File: config.mk
export PLATFORM = sky130hd
export DESIGN_NAME = lip_div_cell
export DESIGN_NICKNAME = d
export VERILOG_FILES = /design/src/sv/lip_pkg.sv /design/src/sv/lip_div_cell.sv
export SDC_FILE = /design/constraint.sdc
export NUM_CORES = 1
export LEC_CHECK = 0
export ABC_AREA = 1
export BUFFER_PORTS_ARGS = -buffer_cell sky130_fd_sc_hd__buf_2
export CORE_AREA = 2 2 167 169
export DETAILED_ROUTE_END_ITERATION = 10
export DIE_AREA = 0 0 169 171
export PLACE_DENSITY = 0.84
export SYNTH_ARGS = -nofsm -noshare
export SYNTH_HDL_FRONTEND = slang
export SYNTH_SLANG_ARGS = --single-unit
export TNS_END_PERCENT = 100
File: constraint.sdc
create_clock -name clk -period 0.8 [get_ports clk]
set_input_delay 0.04 -clock clk [delete_from_list [all_inputs] [get_ports clk]]
set_output_delay 0.04 -clock clk [all_outputs]
set_load 0.05 [all_outputs]
File: src/sv/lip_pkg.sv
// Shared types and codes for the line intersection block.
`default_nettype none
package lip_pkg;

    localparam int LIMIT_W = 16;
    localparam int CFG_IDX_W = 2;
    localparam int CROSS_W = 32;

    typedef enum logic [1:0] {
        ST_FOUND    = 2'd0,
        ST_PARALLEL = 2'd1,
        ST_OUTSIDE  = 2'd2
    } status_t;

    typedef enum logic [CFG_IDX_W-1:0] {
        CFG_BOUNDS = 2'd0,
        CFG_XLIM   = 2'd1,
        CFG_YLIM   = 2'd2
    } cfg_idx_t;

    typedef struct packed {
        logic par;
        logic neg_x;
        logic neg_y;
    } lip_flags_t;

endpackage
`default_nettype wire

File: src/sv/lip_div_cell.sv
// One restoring-division cell: one quotient bit for x and for y.
`default_nettype none
module lip_div_cell #(
    parameter int DW = 36,
    parameter int NW = 51
) (
    input  wire logic                 clk,
    input  wire logic                 rst_n,
    input  wire logic                 en,
    input  wire logic                 v_in,
    input  wire lip_pkg::lip_flags_t  flags_in,
    input  wire logic [DW-1:0]        dm_in,
    input  wire logic [DW-1:0]        rem_x_in,
    input  wire logic [NW-1:0]        nq_x_in,
    input  wire logic [DW-1:0]        rem_y_in,
    input  wire logic [NW-1:0]        nq_y_in,
    output logic                      v_out,
    output lip_pkg::lip_flags_t       flags_out,
    output logic [DW-1:0]             dm_out,
    output logic [DW-1:0]             rem_x_out,
    output logic [NW-1:0]             nq_x_out,
    output logic [DW-1:0]             rem_y_out,
    output logic [NW-1:0]             nq_y_out
);
    import lip_pkg::*;

    logic [DW:0] tx, ty, sx, sy;
    logic        gx, gy;

    assign tx = {rem_x_in, nq_x_in[NW-1]};
    assign ty = {rem_y_in, nq_y_in[NW-1]};
    assign sx = tx - {1'b0, dm_in};
    assign sy = ty - {1'b0, dm_in};
    assign gx = (tx >= {1'b0, dm_in});
    assign gy = (ty >= {1'b0, dm_in});

    always_ff @(posedge clk or negedge rst_n)
    begin
        if (!rst_n)
            v_out <= 1'b0;
        else if (en)
            v_out <= v_in;
    end

    always_ff @(posedge clk)
    begin
        if (en)
        begin
            flags_out <= flags_in;
            dm_out    <= dm_in;
            rem_x_out <= gx ? sx[DW-1:0] : tx[DW-1:0];
            rem_y_out <= gy ? sy[DW-1:0] : ty[DW-1:0];
            nq_x_out  <= {nq_x_in[NW-2:0], gx};
            nq_y_out  <= {nq_y_in[NW-2:0], gy};
        end
    end

endmodule
`default_nettype wire

==> out/qor.txt, run 1 <==
Count of cell types in the netlist: 37
GP Congestion: 1.014
FF+latch count, synth: 214
Worst slack at placement: -1448 ps
Largest net degree at the start of global routing: 32
H-tree levels: 1
Mapped Nets: 1857
GRT overflow: 269
Global-route usage over all layers: 0.7962
Detail Placement HPWL: 40910 um
Area after DPL: 18970 um2
Chip height: 171 um
TritonCTS Buffers: 24
DIE WIDTH: 169 um
# IOs: 431
Starting density of the core: 0.4806
Halt Stage: 5_1_grt
Mapped Area: 13130 um2
Register area share after synthesis: 0.4890
Placed cell count: 2659
Run Error: [ERROR GRT-0232] Routing congestion too high. Check the congestion heatmap in the GUI.
# clock sinks: 214
Port Buffer Count: 430
Worst End Pin Type: sequential cell input
Synth Warn #: 0
Outcome: did not finish
Avg Cell Area, Syn: 8.385 um2
Clk root buf: clkbuf_16
Post-Syn Instances: 1566
FP Rows: 61
Max clock buf depth: 3
Worst setup endpoint GRT: rem_x_out[1]$_DFFE_PP_/D
==> metrics by stage <==
step / hold WS [ps] / setup TNS, ps
after CTS: 2.024 / -126600
after detailed placement: -182.8 / -103260
after global placement: -184.8 / -102610
after floorplan: -255.6 / -60450
==> kinds of logic after synthesis <==
| kind of cell | count (synthesis) | synth area share |
|---|---|---|
| multiplexers | 1 | 0.0008575 |
| AND/OR/NAND/NOR | 887 | 0.2932 |
| XOR/XNOR | 36 | 0.02401 |
| buffers and inverters | 263 | 0.08223 |
| flip-flops | 214 | 0.4890 |
| adder cells (fa/ha/maj) | 74 | 0.07165 |
| AO/OA/AOI/OAI | 91 | 0.03907 |
==> metal layers <==
| layer | overflow | global-route usage |
|---|---|---|
| met1 | 2 | 0.7434 |
| met2 | 155 | 0.9888 |
| met3 | 5 | 0.6495 |
| met4 | 105 | 0.8740 |
| met5 | 2 | 0.2661 |
==> cells in the mapped netlist, drive strengths merged <==
library cell / n / share of area
nor4: 4 / 0.0019
a21boi: 2 / 0.0011
xnor2: 2 / 0.0013
nand4: 12 / 0.0067
o21a: 2 / 0.0011
fa: 2 / 0.0030
nand2: 555 / 0.16
or2: 2 / 0.00095
ha: 72 / 0.069
buf: 21 / 0.013
nand3: 159 / 0.061
o21bai: 13 / 0.0074
o21ai: 15 / 0.0057
dfrtp: 1 / 0.0019
nand3b: 18 / 0.010
clkinv: 2 / 0.00057
a31o: 2 / 0.0013
edfxtp: 213 / 0.49
and2: 1 / 0.00048
inv: 240 / 0.069
mux2: 1 / 0.00086
xor2: 34 / 0.023
a21oi: 57 / 0.022
nor2: 119 / 0.039
nor3: 17 / 0.0084
==> timing repair <==
item	CTS
buffers inserted	22
gates resized for setup	267
pin swaps	48
endpoints found under the setup margin	288
endpoints found under the hold margin	211
hold buffers	210
gates cloned	8
==> run 2, diff against run 1 <==
- CORE_AREA: 2 2 167 169 -> unset
- CORE_MARGIN: unset -> 2
- CORE_UTILIZATION: unset -> 40
- DIE_AREA: 0 0 169 171 -> unset
- PLACE_DENSITY: 0.84 -> unset
- PLACE_DENSITY_LB_ADDON: unset -> 0.15
==> run 2 against run 1 <==
Against the previous run:
- the flow now finishes, with violations (setup timing)
- area after synthesis unchanged
- synthesized cell count is the same
==> out/qor.txt, run 2 <==
Outcome: complete, but fails checks
Failing checks: setup timing
Worst min-delay path category: input pin to flip-flop
Period utilisation layout: 1.924
TritonCTS clock tree: yes
Count of cell types in the netlist: 37 (unchanged)
Vias: 15141
Max clock buf depth: 3 (unchanged)
Commonest non-fill, non-tap cell in the layout: nand2_1
Most frequent cell after synthesis: nand2_1
Worst skew pair latency: 540 ps
Detailed Route WL: 59630 um
Async S/R FF share, synth: 0.004673 (unchanged)
Layout cells sized above 1: 0.5015
Detail Placement HPWL: 40050 um (-2.1%)
Starting density of the core: 0.4046 (-0.07597)
DRT antenna net count: 0
Top post-synthesis cells by area: edfxtp_1, nand2_1, ha_1
Pwr dens: 1697 nW/um2
Worst endpoint data arrival time: 1830 ps
Number of synthesized flops with an enable pin: 213 (unchanged)
Chip height: 185.2 um (+8.3%)
Most common library cells after synthesis: nand2_1, inv_1, edfxtp_1
Post-Syn Instances: 1566 (unchanged)
Worst vdd ir: 1.649 mV
Slew @ Worst Pin: 513.3 ps
Mapped Area: 13130 um2 (unchanged)
Multiplexer share of the synthesized area: 0.0008576 (unchanged)
GRT overflow: 0
Register area share after synthesis: 0.4890 (unchanged)
Biggest regs: nq_x_out (51), nq_y_out (51)
Final setup margin: -739.3 ps
Initial antenna violation count: 4
Clk_skew: 0 ps
Crit end category: flip-flop
CP max FO: 7
Hold_ws: 41.09 ps
# clock sinks: 214 (unchanged)
Clk root buf: clkbuf_16
LEAKAGE: 0.01208 uW
GP Congestion: 0.9536 (-6.0%)
Drt pass-1 iters: 5
Unrepaired setup endpoints after global routing: yes
Synthesis-to-layout area growth: 95.07%
Via density: 4.961
Post-synthesis simple-gate area fraction: 0.2932 (unchanged)
Nets: 2883
Most frequent cells in the layout: nand2_1, buf_4, buf_6, dlygate4sd3_1, edfxtp_1
H-tree levels: 1 (unchanged)
Synth Area in Adders: 0.07165 (unchanged)
Avg Cell Area, Syn: 8.385 um2 (unchanged)
First-pass GRT wire length: 80630 um
Fin. max-slew vios: 0
Wirelength per Cell: 19.54 um
Clock period minus final worst setup slack: 1539 ps
Worst setup path class: input pin to flip-flop
Final setup fails: 332
Largest family of logic cells by synthesized area: simple AND/OR/NAND/NOR gates
Vias in the first global route: 15055
1st-iter DRT viols: 1097
Overall Power: 43460 uW
Critical Path Source Type: input pin
# IOs: 431 (unchanged)
Port Buffer Count: 430 (unchanged)
# Max-Cap Violations: 0
Largest area contributor in the netlist: edfxtp_1
TritonCTS Buffers: 24 (unchanged)
FF+latch count, synth: 214 (unchanged)
Die ar.: 34290 um2
FP Rows: 66 (+8.2%)
Core area: 32450 um2
Prevailing post-synth register cell: edfxtp_1
# DRC: 0
Largest net degree at the start of global routing: 35
Synth Area in Compound Gates: 0.03907 (unchanged)
Critical Path RT: 1100 ps
Reg clk slew, reported paths: 60 ps
Synth Warn #: 0 (unchanged)
Max_slew headroom: 0.6578
XOR/XNOR Fraction of Synth Area: 0.02401 (unchanged)
Mapped Nets: 1857 (unchanged)
Post-synth top area share: 0.4871 (unchanged)
Final hold violation count: 0
Global-route usage over all layers: 0.3098
Fmax: 649.6 MHz
DIE WIDTH: 185.2 um (+9.6%)
-- run 2: area by class of cell --
class | count | area (um2)
tap | 442 | 553.0
inverter | 242 | 983.4
timing repair buffer | 1021 | 9114
clock inverter | 13 | 82.58
sequential | 214 | 6422
antenna | 4 | 10.01
fill | 2090 | 6838
clock buffer | 27 | 611.8
multi-input combinational | 1089 | 7839
-- run 2: per-layer routing --
layer / up-vias / part of all wire / GRT usage
li1: 7169 / - / -
met1: 7211 / 0.38 / 0.3613
met2: 594 / 0.52 / 0.5759
met3: 167 / 0.053 / 0.02989
met4: 0 / 0.053 / 0.1346
met5: - / 0 / 0
-- run 2: cell families (layout without fill, tap and decap cells) --
kind of cell | count (synthesis) | after routing
fa+ha+maj | 74 | 74
mux | 1 | 1
other cells | 0 | 4
compound gates | 91 | 91
xor+xnor | 36 | 36
buf+inv | 263 | 1303
flops | 214 | 214
simple gates | 887 | 887
-- run 2: worst max-delay path: stages --
cell,delay [ps]
buf_4,100
clkinvlp_4,160
ha_4,350
nand2_4,60
nor2_1,200
nand2_2,130
clkinv_2,80
nand4_1,170
nand4_4,170
buf_6,160
buf_8,150
o21ai_2,60
-- run 2: power breakdown --
part	switching [uW]	internal, uW
Sequential	621	13800
Clock	4720	5500
Combinational	10800	7970
Total	16200	27300
-- run 2: worst paths after layout --
check                                  startpoint                 endpoint  slack [ps]  cells after the start
worst max register to register  v_out$_DFFE_PN0P_        v_out$_DFFE_PN0P_         -30                      1
min in group asynchronous                   rst_n        v_out$_DFFE_PN0P_         380                      3
worst max-delay path                    dm_in[15]   rem_y_out[1]$_DFFE_PP_        -740                     12
max in group asynchronous                   rst_n        v_out$_DFFE_PN0P_         270                      3
worst min-delay path                 rem_x_in[34]  rem_x_out[35]$_DFFE_PP_          40                      4
worst min register to register  v_out$_DFFE_PN0P_        v_out$_DFFE_PN0P_         600                      1
-- run 2: through the flow --
step / utilization / cells / instance area, um2 / setup slack, ps / setup TNS, ps
finish: 0.7893 / 3052 / 25620 / -739.3 / -122350
global placement: 0.5840 / 2730 / 18950 / -1392 / -95970
CTS: 0.7201 / 3033 / 23370 / -666.7 / -170550
floorplan: - / 1566 / 13800 / -844.5 / -60450
global route: 0.7893 / 3052 / 25620 / -820.4 / -132780
detailed placement: 0.5840 / 2730 / 18950 / -1389 / -95860
-- run 2: repair_timing --
item                       CTS  global route
gates resized for setup    273           789
buffers inserted            42            14
gates cloned                 8             3
pin swaps                   64            86
hold endpoints to repair   232             2
setup endpoints to repair  288           497
hold buffers               214             2
(Power assumes the default switching activity.)
==> run 3, diff against run 2 <==
- SETUP_SLACK_MARGIN: unset -> 0.3
==> run 3 against run 2 <==
Against the previous run:
- the flow finishes with violations (hold timing, setup timing)
- total power hardly changed
- fmax hardly changed
- combinational power hardly changed
- critical endpoint is now rem_x_out[34]$_DFFE_PP_
- final cell count is 2.2% lower
==> out/qor.txt, run 3 (synthesized netlist as in run 2, its figures left out) <==
Wirelength per Cell: 19.42 um (-0.60%)
Period utilisation layout: 1.926 (about the same)
Fmax: 649.2 MHz (about the same)
DIE WIDTH: 185.2 um (unchanged)
Detail Placement HPWL: 40050 um (unchanged)
Most used cell along the critical path: nand2_4
Outcome: complete, but fails checks
Vias: 14914 (-1.5%)
R2R depth: 1 (unchanged)
Global-route usage over all layers: 0.2995 (-0.01033)
1st-iter DRT viols: 901 (-18%)
Worst r2r src: v_out$_DFFE_PN0P_
# Max-Cap Violations: 0 (unchanged)
Crit path launch: dm_in[11]
Hold EP: v_out$_DFFE_PN0P_
GRT overflow: 0 (unchanged)
Critical Path RT: 1110 ps (about the same)
Most frequent cells in the layout: nand2_1, buf_4, buf_6, edfxtp_1, buf_2
Non-Filler Instances: 2986 (-2.2%)
LEAKAGE: 0.01194 uW (-1.2%)
# DRC: 0 (unchanged)
Crit end category: flip-flop
CP top delay family: buffers and inverters
First-pass GRT wire length: 77970 um (-3.3%)
DRT antenna net count: 0 (unchanged)
Pwr dens: 1721 nW/um2 (+1.4%)
Placed cell count: 2730 (unchanged)
Reg2reg end: v_out$_DFFE_PN0P_
Via density: 4.995 (+0.68%)
Worst setup path class: input pin to flip-flop
FP Rows: 66 (unchanged)
R2R Setup Slk: -10 ps (+20 ps)
Final setup fails: 289 (-13%)
Worst endpoint data arrival time: 1850 ps (+20 ps)
TritonCTS Buffers: 24 (unchanged)
CP max FO: 9 (+2)
Crit path buf inv count: 5 (unchanged)
Reg clk slew, reported paths: 70 ps (about the same)
Max clock buf depth: 3 (unchanged)
CP cell instances: buf_8, clkinvlp_4, ha_4, nand2_4, nor2_4, nand2_4, nor3_2, buf_4, a31o_1, inv_4, clkbuf_16, nand3_1, nand2_1
Slowest stage cell, crit path: ha_4
Starting density of the core: 0.4046 (unchanged)
TritonCTS clock tree: yes
Clk root buf: clkbuf_16
Clock period minus final worst setup slack: 1540 ps (+1.146 ps)
Worst min-delay path category: input pin to flip-flop
Fin. max-slew vios: 0 (unchanged)
TNS Setup: -124170 ps (-1826 ps)
Drt pass-1 iters: 5 (unchanged)
Nets: 2818 (-2.3%)
Crit-path max cell delay: 360 ps (about the same)
Failing checks: hold timing, setup timing
Slew @ Worst Pin: 371.4 ps (-141.9 ps)
GP Congestion: 0.9536 (unchanged)
Largest net degree at the start of global routing: 35 (unchanged)
Hold Crit Start: v_in
Initial antenna violation count: 3 (-1)
Hold_ws: -242.0 ps (-283.1 ps)
Min-Delay Path Depth: 2 (-2)
Commonest non-fill, non-tap cell in the layout: nand2_1
# clock sinks: 214 (unchanged)
Chip height: 185.2 um (unchanged)
Worst vdd ir: 1.617 mV (-1.9%)
Unrepaired setup endpoints after global routing: yes
Critical Path Source Type: input pin
Vias in the first global route: 14547 (-3.4%)
Layout cells sized above 1: 0.5242 (+0.02267)
H-tree levels: 1 (unchanged)
Biggest regs: nq_x_out (51), nq_y_out (51)
Core area: 32450 um2 (unchanged)
Final hold violation count: 93 (+93)
# IOs: 431 (unchanged)
Final setup margin: -740.5 ps (-1.146 ps)
Worst skew pair latency: 530 ps (about the same)
Max_slew headroom: 0.7501 (+0.09231)
Synthesis-to-layout area growth: 92.39%
Die ar.: 34290 um2 (unchanged)
Detailed Route WL: 57990 um (-2.7%)
Clk_skew: 0 ps (unchanged)
Port Buffer Count: 430 (unchanged)
[run 3: changes by cell type in the layout (fill, tap and decap cells not counted), moves of 5 or more]
cell / change
buf_6: +6
clkbuf_16: +6
dlygate4sd3_1: -77
ha_1: -5
ha_4: +5
nand2_1: -23
nand2_4: +19
[run 3: stage by stage]
step                      power (uW)  setup slack (ps)    util  hold WS, ps  cell area, um2
after CTS                      40520            -670.2  0.6973       -256.2           22630
after global placement         28260             -1392  0.5840       -184.8           18950
after detailed placement       28370             -1389  0.5840       -184.3           18950
after global routing           45110            -807.0  0.7784       -255.8           25260
after floorplan                22820            -844.5       -       -255.6           13800
final                          43490            -740.5  0.7784       -242.0           25260
[run 3: worst max path at each step]
| stage | endpoint | slack (ps) | cells after the start |
|---|---|---|---|
| finish | rem_x_out[34]$_DFFE_PP_ | -740 | 13 |
| global route | rem_x_out[10]$_DFFE_PP_ | -810 | 15 |
| CTS | rem_y_out[4]$_DFFE_PP_ | -670 | 16 |
| detailed placement | rem_x_out[22]$_DFFE_PP_ | -1390 | 14 |
| global placement | rem_x_out[22]$_DFFE_PP_ | -1390 | 14 |
| floorplan | rem_x_out[10]$_DFFE_PP_ | -840 | 14 |
[run 3: where the power goes]
| group | switching, uW | internal (uW) |
|---|---|---|
| combinational | 10900 | 8000 |
| clock | 4650 | 5500 |
| sequential | 599 | 13800 |
| total | 16200 | 27300 |
[run 3: metal layers]
layer  routed length (um)  up-vias  track usage
li1                     -     7056            -
met1                21530     7131       0.3488
met2                30430      582       0.5615
met3                 3337      145      0.03244
met4                 2696        0       0.1152
met5                    0        -            0
[run 3: timing repair]
action                                  4_1_cts  5_1_grt
pin swaps                                    69      134
endpoints found under the setup margin      289      290
hold buffers                                137        1
endpoints found under the hold margin       232       91
gates resized for setup                     278      823
setup buffers                                42       15
gates cloned                                  8       10
[run 3: layout make-up]
type,instances,area (um2)
Clock buffer,27,611.8
Timing Repair Buffer,956,8618
Fill cell,2148,7191
Clock inverter,13,82.58
Antenna cell,3,7.507
Inverter,242,992.2
Sequential cell,214,6422
Multi-Input combinational cell,1089,7975
Tap cell,442,553.0
==> run 4, diff against run 3 <==
- CAP_MARGIN: unset -> 20
- clock period: 0.8 -> 1.8 ns (I/O delays scaled with it)
==> run 4 against run 3 <==
Against the previous run:
- the flow finishes with violations (hold timing)
- clock-buffer cell count did not move
- via count shrank 0.48%
- sequential share of layout area is 1.4 points higher
- setup slack better by 870 ps
- largest cell class unchanged
==> out/qor.txt, run 4 (synthesized netlist as in run 2, its figures left out) <==
Wirelength per Cell: 18.68 um (-3.8%)
Nets: 2854 (+1.3%)
GRT met1 Usage: 0.3583 (+0.009516)
Cell depth of the worst setup path: 15 (+2)
# IOs: 431 (unchanged)
Largest net degree at the start of global routing: 65 (+86%)
Starting density of the core: 0.4046 (unchanged)
Vias in the first global route: 14517 (-0.21%)
Port Buffer Count: 430 (unchanged)
TNS Setup: 0 ps (+124170 ps)
Max_slew headroom: 0.7212 (-0.02893)
Worst setup path class: input pin to flip-flop
Final setup fails: 0 (-100%)
DIE WIDTH: 185.2 um (unchanged)
Crit end category: flip-flop
Unrepaired setup endpoints after global routing: yes
Die ar.: 34290 um2 (unchanged)
R2R depth: 1 (unchanged)
Placed cell count: 2701 (-1.1%)
Detail Placement HPWL: 39280 um (-1.9%)
FP Rows: 66 (unchanged)
Detailed Route WL: 56470 um (-2.6%)
Pwr dens: 790.4 nW/um2 (-54%)
Vias: 14842 (-0.48%)
Via density: 4.910 (-1.7%)
Initial antenna violation count: 1 (-2)
Layout cells sized above 1: 0.4709 (-0.05327)
Area after DPL: 18670 um2 (-1.5%)
H-tree levels: 1 (unchanged)
Final hold violation count: 1 (-99%)
Failing checks: hold timing
Synthesis-to-layout area growth: 82.21%
LEAKAGE: 0.01154 uW (-3.4%)
Max clock buf depth: 3 (unchanged)
DRT antenna net count: 0 (unchanged)
Outcome: complete, but fails checks
Worst skew pair latency: 540 ps (about the same)
GP Congestion: 0.9607 (+0.74%)
Biggest regs: nq_x_out (51), nq_y_out (51)
Crit path buf inv count: 4 (-1)
Crit-path max cell delay: 300 ps (-60 ps)
# fillers: 2327 (+8.3%)
# Max-Cap Violations: 0 (unchanged)
Slew @ Worst Pin: 418.2 ps (+46.83 ps)
Most Used Layer, Global Route: met2
Critical Path Source Type: input pin
# clock sinks: 214 (unchanged)
Critical Path RT: 2100 ps (+990 ps)
TritonCTS clock tree: yes
Final instance area: 23930 um2 (-5.3%)
Most used cell along the critical path: nand2_1
Period utilisation layout: 0.9267
Worst min-delay path category: input pin to flip-flop
CP cell instances: buf_6, clkinvlp_4, ha_4, nand2_1, nand2_1, nand2_1, nand2_2, a21oi_4, nand2_1, nand2_2, nand4_4, buf_4, buf_6, nand3_1, nand2_1
CP top delay family: simple AND/OR/NAND/NOR gates
Worst r2r src: v_out$_DFFE_PN0P_
Global-route usage over all layers: 0.3000 (+0.0005441)
1st-iter DRT viols: 1133 (+26%)
Clk_skew: 0 ps (unchanged)
Slowest stage cell, crit path: ha_4
Drt pass-1 iters: 6 (+1)
Non-Filler Instances: 3023 (+1.2%)
Crit path launch: dm_in[18]
Core area: 32450 um2 (unchanged)
Hold_ws: -43.97 ps (+198.0 ps)
Clk root buf: clkbuf_16
Worst endpoint data arrival time: 1970 ps (+120 ps)
Fmax: 599.5 MHz
Grt met3 use: 0.03932 (+0.006882)
Reg2reg end: v_out$_DFFE_PN0P_
CP max FO: 6 (-3)
# DRC: 0 (unchanged)
First-pass GRT wire length: 78450 um (+0.61%)
Met2 Usage GRT: 0.5369 (-0.02457)
R2R Setup Slk: 1020 ps (+1030 ps)
Fin. max-slew vios: 0 (unchanged)
Commonest non-fill, non-tap cell in the layout: nand2_1
Reg clk slew, reported paths: 60 ps (about the same)
Most frequent cells in the layout: nand2_1, buf_2, buf_4, edfxtp_1, dlygate4sd3_1
Worst vdd ir: 0.6906 mV (-57%)
TritonCTS Buffers: 24 (unchanged)
Chip height: 185.2 um (unchanged)
Clock period minus final worst setup slack: 1668 ps
GRT overflow: 0 (unchanged)
Crit path capture: rem_y_out[35]$_DFFE_PP_
[run 4: metrics by stage]
step,worst slack [ps],utilization,power (uW)
global placement,-473.1,0.5753,12510
finish,132.0,0.7373,18910
detailed placement,-479.1,0.5753,12550
floorplan,105.5,-,10140
CTS,223.1,0.6854,18280
global route,78.85,0.7373,19640
[run 4: cell type report]
class	instances	area, um2	share of cell area
Tap cell	442	553.0	0.02311
Clock buffer	27	633.1	0.02646
Sequential cell	214	6421	0.2684
Inverter	242	989.7	0.04136
Antenna cell	1	2.502	0.0001046
Multi-Input combinational cell	1089	7569	0.3163
Timing Repair Buffer	992	7586	0.3171
Clock inverter	16	172.7	0.007216
[run 4: tightest hold or removal path, cell delays in order]
cell     delay, ps
buf_2           90
inv_1           80
o21ai_2        130
[run 4: routing by layer]
layer	up-vias	share of wire
met5	-	0
met4	0	0.049
met3	144	0.061
met2	585	0.51
met1	6996	0.38
li1	7117	-
[run 4: report_power, final]
group | internal [uW] | switching, uW | total, uW
clock | 2980 | 2150 | 5120
sequential | 6120 | 143 | 6260
combinational | 2850 | 4680 | 7530
[run 4: worst min-delay path by stage]
stage / from / slack, ps / to / cells after the start
floorplan: rst_n / -210 / v_out$_DFFE_PN0P_ / 0
global placement: rst_n / -130 / v_out$_DFFE_PN0P_ / 1
detailed placement: rst_n / -130 / v_out$_DFFE_PN0P_ / 1
CTS: rem_x_in[22] / 3 / rem_x_out[23]$_DFFE_PP_ / 4
global route: rem_x_in[0] / -10 / rem_x_out[1]$_DFFE_PP_ / 3
finish: rem_x_in[0] / -40 / rem_x_out[1]$_DFFE_PP_ / 3
[run 4: what timing repair did]
action / 4_1_cts / 5_1_grt
endpoints found under the setup margin: 74 / 74
cloned: 4 / 15
resized for setup: 98 / 277
setup buffers: 21 / 31
pin swaps: 17 / 89
hold endpoints to repair: 221 / 0
hold buffers: 207 / 0
